--- src/hw/rtl/wpt_pkg.sv ---
// ----------------------------------------------------------------------------
// wpt_pkg: shared definitions for the window percentile tracker
// Sizes, request codes, sequencer states and the control bundle that the
// sequencer hands to the rank unit.
// ----------------------------------------------------------------------------
package wpt_pkg;

  localparam int WINDOW   = 600;
  localparam int ADDR_W   = $clog2(WINDOW);
  localparam int CNT_W    = $clog2(WINDOW + 1);
  localparam int SAMPLE_W = 16;
  localparam int BIT_W    = $clog2(SAMPLE_W);
  localparam int DUR_W    = 32;
  localparam int PCT_IN_W = 8;
  localparam int PCT_MAX  = 100;
  localparam int PCT_W    = $clog2(PCT_MAX + 1);
  // Scaled rank: percent * (count - 1), i.e. the rank multiplied by one hundred.
  localparam int RANK_W   = $clog2(PCT_MAX * (WINDOW - 1) + 1);
  // One hundred times a match count.
  localparam int HUND_W   = $clog2(PCT_MAX * WINDOW + 1);

  typedef enum logic [1:0] {
    ACT_PUSH  = 2'd0,
    ACT_QUERY = 2'd1,
    ACT_CLEAR = 2'd2
  } action_t;

  typedef enum logic [2:0] {
    ST_IDLE,
    ST_SETUP,
    ST_SCAN,
    ST_DRAIN,
    ST_RESOLVE,
    ST_DONE
  } state_t;

  typedef struct packed {
    logic load;     // load scaled rank, clear prefix and match count
    logic acc;      // count the sample on the read data if it matches
    logic resolve;  // decide the current bit and clear the match count
  } rank_ctrl_t;

endpackage

--- src/hw/rtl/wpt_rank_unit.sv ---
// ----------------------------------------------------------------------------
// wpt_rank_unit: bitwise order-statistic selector
// Builds the selected sample one bit per pass, from the top bit down, by
// counting the samples that share the prefix and hold a zero at the bit.
// ----------------------------------------------------------------------------
module wpt_rank_unit (
  input  logic                          clk,
  input  logic                          rst_n,
  input  wpt_pkg::rank_ctrl_t           ctrl,
  input  logic [wpt_pkg::RANK_W-1:0]    rank_load,
  input  logic [wpt_pkg::BIT_W-1:0]     bit_idx,
  input  logic [wpt_pkg::SAMPLE_W-1:0]  sample,
  output logic [wpt_pkg::SAMPLE_W-1:0]  prefix
);

  logic [wpt_pkg::RANK_W-1:0]   rank_r,   rank_nxt;
  logic [wpt_pkg::CNT_W-1:0]    cnt_r,    cnt_nxt;
  logic [wpt_pkg::SAMPLE_W-1:0] prefix_r, prefix_nxt;
  logic [wpt_pkg::SAMPLE_W:0]   mask_wide;
  logic [wpt_pkg::SAMPLE_W-1:0] mask_hi;
  logic [wpt_pkg::SAMPLE_W-1:0] bit_sel;
  logic                         match;
  logic [wpt_pkg::HUND_W-1:0]   hund;
  logic [wpt_pkg::HUND_W-1:0]   rank_ext;

  // Bits above the current one must equal the prefix; the current bit must be 0.
  assign mask_wide = {{wpt_pkg::SAMPLE_W{1'b1}}, 1'b0} << bit_idx;
  assign mask_hi   = mask_wide[wpt_pkg::SAMPLE_W-1:0];
  assign bit_sel   = {{(wpt_pkg::SAMPLE_W-1){1'b0}}, 1'b1} << bit_idx;
  assign match     = (((sample ^ prefix_r) & mask_hi) == '0) && ((sample & bit_sel) == '0);

  // The rank is held scaled by one hundred, so it is compared against 100 * count.
  assign hund     = wpt_pkg::HUND_W'(cnt_r) * wpt_pkg::HUND_W'(wpt_pkg::PCT_MAX);
  assign rank_ext = wpt_pkg::HUND_W'(rank_r);

  always_comb begin
    rank_nxt   = rank_r;
    cnt_nxt    = cnt_r;
    prefix_nxt = prefix_r;
    if (ctrl.load) begin
      rank_nxt   = rank_load;
      cnt_nxt    = '0;
      prefix_nxt = '0;
    end else if (ctrl.resolve) begin
      cnt_nxt = '0;
      if (rank_ext >= hund) begin
        prefix_nxt = prefix_r | bit_sel;
        rank_nxt   = wpt_pkg::RANK_W'(rank_ext - hund);
      end
    end else if (ctrl.acc && match) begin
      cnt_nxt = cnt_r + 1'b1;
    end
  end

  always_ff @(posedge clk) begin
    if (!rst_n) begin
      cnt_r <= '0;
    end else begin
      cnt_r <= cnt_nxt;
    end
  end

  always_ff @(posedge clk) begin
    rank_r   <= rank_nxt;
    prefix_r <= prefix_nxt;
  end

  assign prefix = prefix_r;

endmodule

--- config.mk ---
export PLATFORM = sky130hd
export DESIGN_NAME = wpt_rank_unit
export DESIGN_NICKNAME = d
export VERILOG_FILES = /design/src/hw/rtl/wpt_pkg.sv /design/src/hw/rtl/wpt_rank_unit.sv
export SDC_FILE = /design/constraint.sdc
export NUM_CORES = 1
export LEC_CHECK = 0
export ABC_AREA = 1
export BUFFER_PORTS_ARGS = -buffer_cell sky130_fd_sc_hd__buf_2
export CAP_MARGIN = 25
export CORE_ASPECT_RATIO = 2
export CORE_MARGIN = 3
export CORE_UTILIZATION = 60
export CTS_BUF_LIST = sky130_fd_sc_hd__clkbuf_4
export CTS_CLUSTER_DIAMETER = 60
export DETAILED_ROUTE_END_ITERATION = 10
export MAX_ROUTING_LAYER = met4
export PLACE_DENSITY = 0.86
export SKIP_CTS_REPAIR_TIMING = 1
export SYNTH_ARGS = -nofsm -noshare
export SYNTH_HDL_FRONTEND = slang
export SYNTH_SLANG_ARGS = --single-unit
export TNS_END_PERCENT = 1
--- constraint.sdc ---
create_clock -name clk -period 5.6 [get_ports clk]
set_input_delay 0.56 -clock clk [delete_from_list [all_inputs] [get_ports clk]]
set_output_delay 0.56 -clock clk [all_outputs]
set_load 0.02 [all_outputs]
==> out/metrics.yaml <==
cts_made_buffers: 5
fillers: 583
drc: 0
place_congestion: 1.04
slew_headroom_pct: 50.0
clock_power_share_pct: 18.4
grt_pass1_wl_mm: 17.3
layout.nets: 693
crit_type: "flip-flop to flip-flop"
power.density_mw_per_mm2: 211
maxSlewViolCount: 0
pwr-share-seq_pct: 41.3
rsz0062_at_grt: "no"
vias_per_cell: 5.69
synthCells: 552
r2r_setup_slack_ns: 0.59
clock_skew_ns: 0.00586
grt_max_degree: 42
power_uw: 902
placed_area_mm2: 0.00421
power.switching_uw: 365
period_minus_slack_ns: 5.01
finalCoreUtilization_pct: 67.6
design.core.area_mm2: 0.00631
synth_seq_area_share_pct: 25.5
p_int_uw: 537
placementRows: 41
die_x_um: 63.2
power_leakage_nw: 2.10
syn_area_mm2: 0.00393
min_from: "rank_load[0]"
crit_required_ns: 5.63
synth.distinct_cells: 35
clk_latency_ns: 0.38
hold_viol: 0
synthArstFlopShare_pct: 0
ff2ff_path_depth: 20
power_frac_comb_pct: 40.3
antenna-diode-count: 0
yosysWarnings: 0
grt_pass1_vias: 3978
htreeDepth: 2
drt_first_pass_iters: 5
synth_flop_cell: "dfxtp_1"
max_cap_violations: 0
grtUsageTotal_pct: 30.0
crit_fanout: 17
whs_path_depth: 3
die_y_um: 120
timing.rr.end: "rank_ext[15]$_DFFE_PP_"
ys_seq_elements: 42
drt_iter0_markers: 218
synth-edff-count: 16
status: "finished clean"
syn_avg_cell_area_um2: 7.11
hold_path.class: "input pin to flip-flop"
ant_nets: 0
fmax_mhz: 200
ir_worst_vdd_mv: 0.216
cp-end-kind: "flip-flop"
antenna_found_initial: 0
cts_buffer_depth: 2
cts_tree: "yes"
portBuffers: 56
r2r_start: "cnt_r[4]$_SDFFE_PP0P_"
wl_mm: 10.7
dieArea_mm2: 0.00761
startpoint_type: "flip-flop"
worstPathArrival_ns: 5.04
tightestPinTransition_ns: 0.749
avgRoutedWirePerCell_um: 15.6
syn2layout_area_growth_pct: 8.67
holdWs_ns: 0.428
floorplan.initialDensity_pct: 62.2
drive_gt1_share_pct: 14.5
grt-ovfl-total: 0
synth_fp_nets: 645
min_to: "rank_ext[0]$_DFFE_PP_"
final_area_mm2: 0.00427
setup_viol: 0
dp_hpwl_mm: 8.63
switching_share_pct: 40.5
period_share_pct: 89.4
ioPinCount: 57
path_clk_slew_ns: 0.14
fin_tns_setup_ns: 0
cts.sinks: 42
via_count: 3907
clockRootBuffer: "clkbuf_4"
==> Yosys cell counts (all sizes together) (3+ instances only) <==
master  instances  area (µm²)
dfxtp          26         521
a31oi           5        31.3
o21bai          3        22.5
fa              6         120
edfxtp         16         480
a21oi          44         220
buf            11        93.8
nand3          40         220
nand4          25         156
clkinv          3        11.3
xor2           18         158
o21ai          18        93.8
nor3            9        45.0
clkbuf          5        18.8
ha             46         576
xnor2          11        96.3
or2             8        50.1
nand2         131         507
inv            72         270
nor2           50         198
==> per-stage QoR <==
| stage | cells | setup slack, ns |
|---|---|---|
| CTS | 687 | 0.618 |
| floorplan | 552 | 1.19 |
| finish | 687 | 0.594 |
| global route | 687 | 0.143 |
| detailed placement | 679 | 0.654 |
| global placement | 679 | 0.850 |
==> worst max-delay path: stages (launching register included) <==
cell and delay, ns:
dfxtp_1 0.46, ha_1 0.28, ha_1 0.28, inv_1 0.05, fa_1 0.50, inv_1 0.04, ha_1 0.36, nand2_1 0.09
o21ai_0 0.19, a21oi_1 0.08, or2_2 0.29, o21ai_0 0.22, nand2_1 0.08, inv_1 0.06, nor2_1 0.05, ha_1 0.33
nand3_1 0.11, nand4_1 0.11, or2_1 0.48, nand2_1 0.10, nand2_1 0.49
==> layer usage <==
metal / track usage [%] / vias to the layer above / part of all wire, %
li1: - / 1918 / -
met1: 25.3 / 1766 / 32
met2: 56.5 / 162 / 55
met3: 4.28 / 61 / 4.4
met4: 23.8 / 0 / 7.8
met5: - / - / 0
==> flip-flops by register name, summed over array words and instances (netlist names) <==
signal	cells
rank_ext	16
prefix	16
cnt_r	10
==> worst max path at each step <==
stage	from	endpoint	slack, ns	depth (start not counted)
after floorplan	cnt_r[4]$_SDFFE_PP0P_	rank_ext[10]$_DFFE_PP_	1.19	21
after global placement	cnt_r[4]$_SDFFE_PP0P_	rank_ext[13]$_DFFE_PP_	0.85	20
after detailed placement	cnt_r[4]$_SDFFE_PP0P_	rank_ext[10]$_DFFE_PP_	0.65	20
after CTS	cnt_r[4]$_SDFFE_PP0P_	rank_ext[11]$_DFFE_PP_	0.62	19
after global routing	cnt_r[4]$_SDFFE_PP0P_	rank_ext[15]$_DFFE_PP_	0.14	20
final	cnt_r[4]$_SDFFE_PP0P_	rank_ext[15]$_DFFE_PP_	0.59	20
==> layout make-up <==
class                           count  area [µm²]  area share [%]
Multi-Input combinational cell    419        2530            59.3
Tap cell                           86         108            2.52
Inverter                           75         282            6.60
Sequential cell                    42        1000            23.5
Clock inverter                      3        20.0           0.469
Clock buffer                        5        37.5           0.880
Timing Repair Buffer               57         288            6.74
==> cells by family after synthesis <==
| kind of cell | count (synthesis) | share of synthesized area [%] |
|---|---|---|
| AO/OA/AOI/OAI | 74 | 10.1 |
| adder cells (fa/ha/maj) | 52 | 17.7 |
| flip-flops | 42 | 25.5 |
| AND/OR/NAND/NOR | 264 | 30.1 |
| buffers and inverters | 91 | 10.0 |
| XOR/XNOR | 29 | 6.47 |
==> power by group through the flow <==
stage          logic, mW  registers (mW)  clock network [mW]
3_5_place_dp       0.356           0.380                   0
6_report           0.363           0.372               0.166
2_1_floorplan      0.274           0.378                   0
3_3_place_gp       0.348           0.378                   0
5_1_grt            0.408           0.376               0.176
4_1_cts            0.359           0.373               0.169
==> cell usage in the layout (no fill, tap or decap), types with 18 or more instances in the layout <==
| cell | n |
|---|---|
| nand2_1 | 125 |
| ha_1 | 46 |
| nand4_1 | 25 |
| inv_1 | 70 |
| xor2_1 | 18 |
| nand3_1 | 36 |
| a21oi_1 | 44 |
| buf_2 | 56 |
| nor2_1 | 48 |
| dfxtp_1 | 26 |
Power figures use the tool's default switching activity.
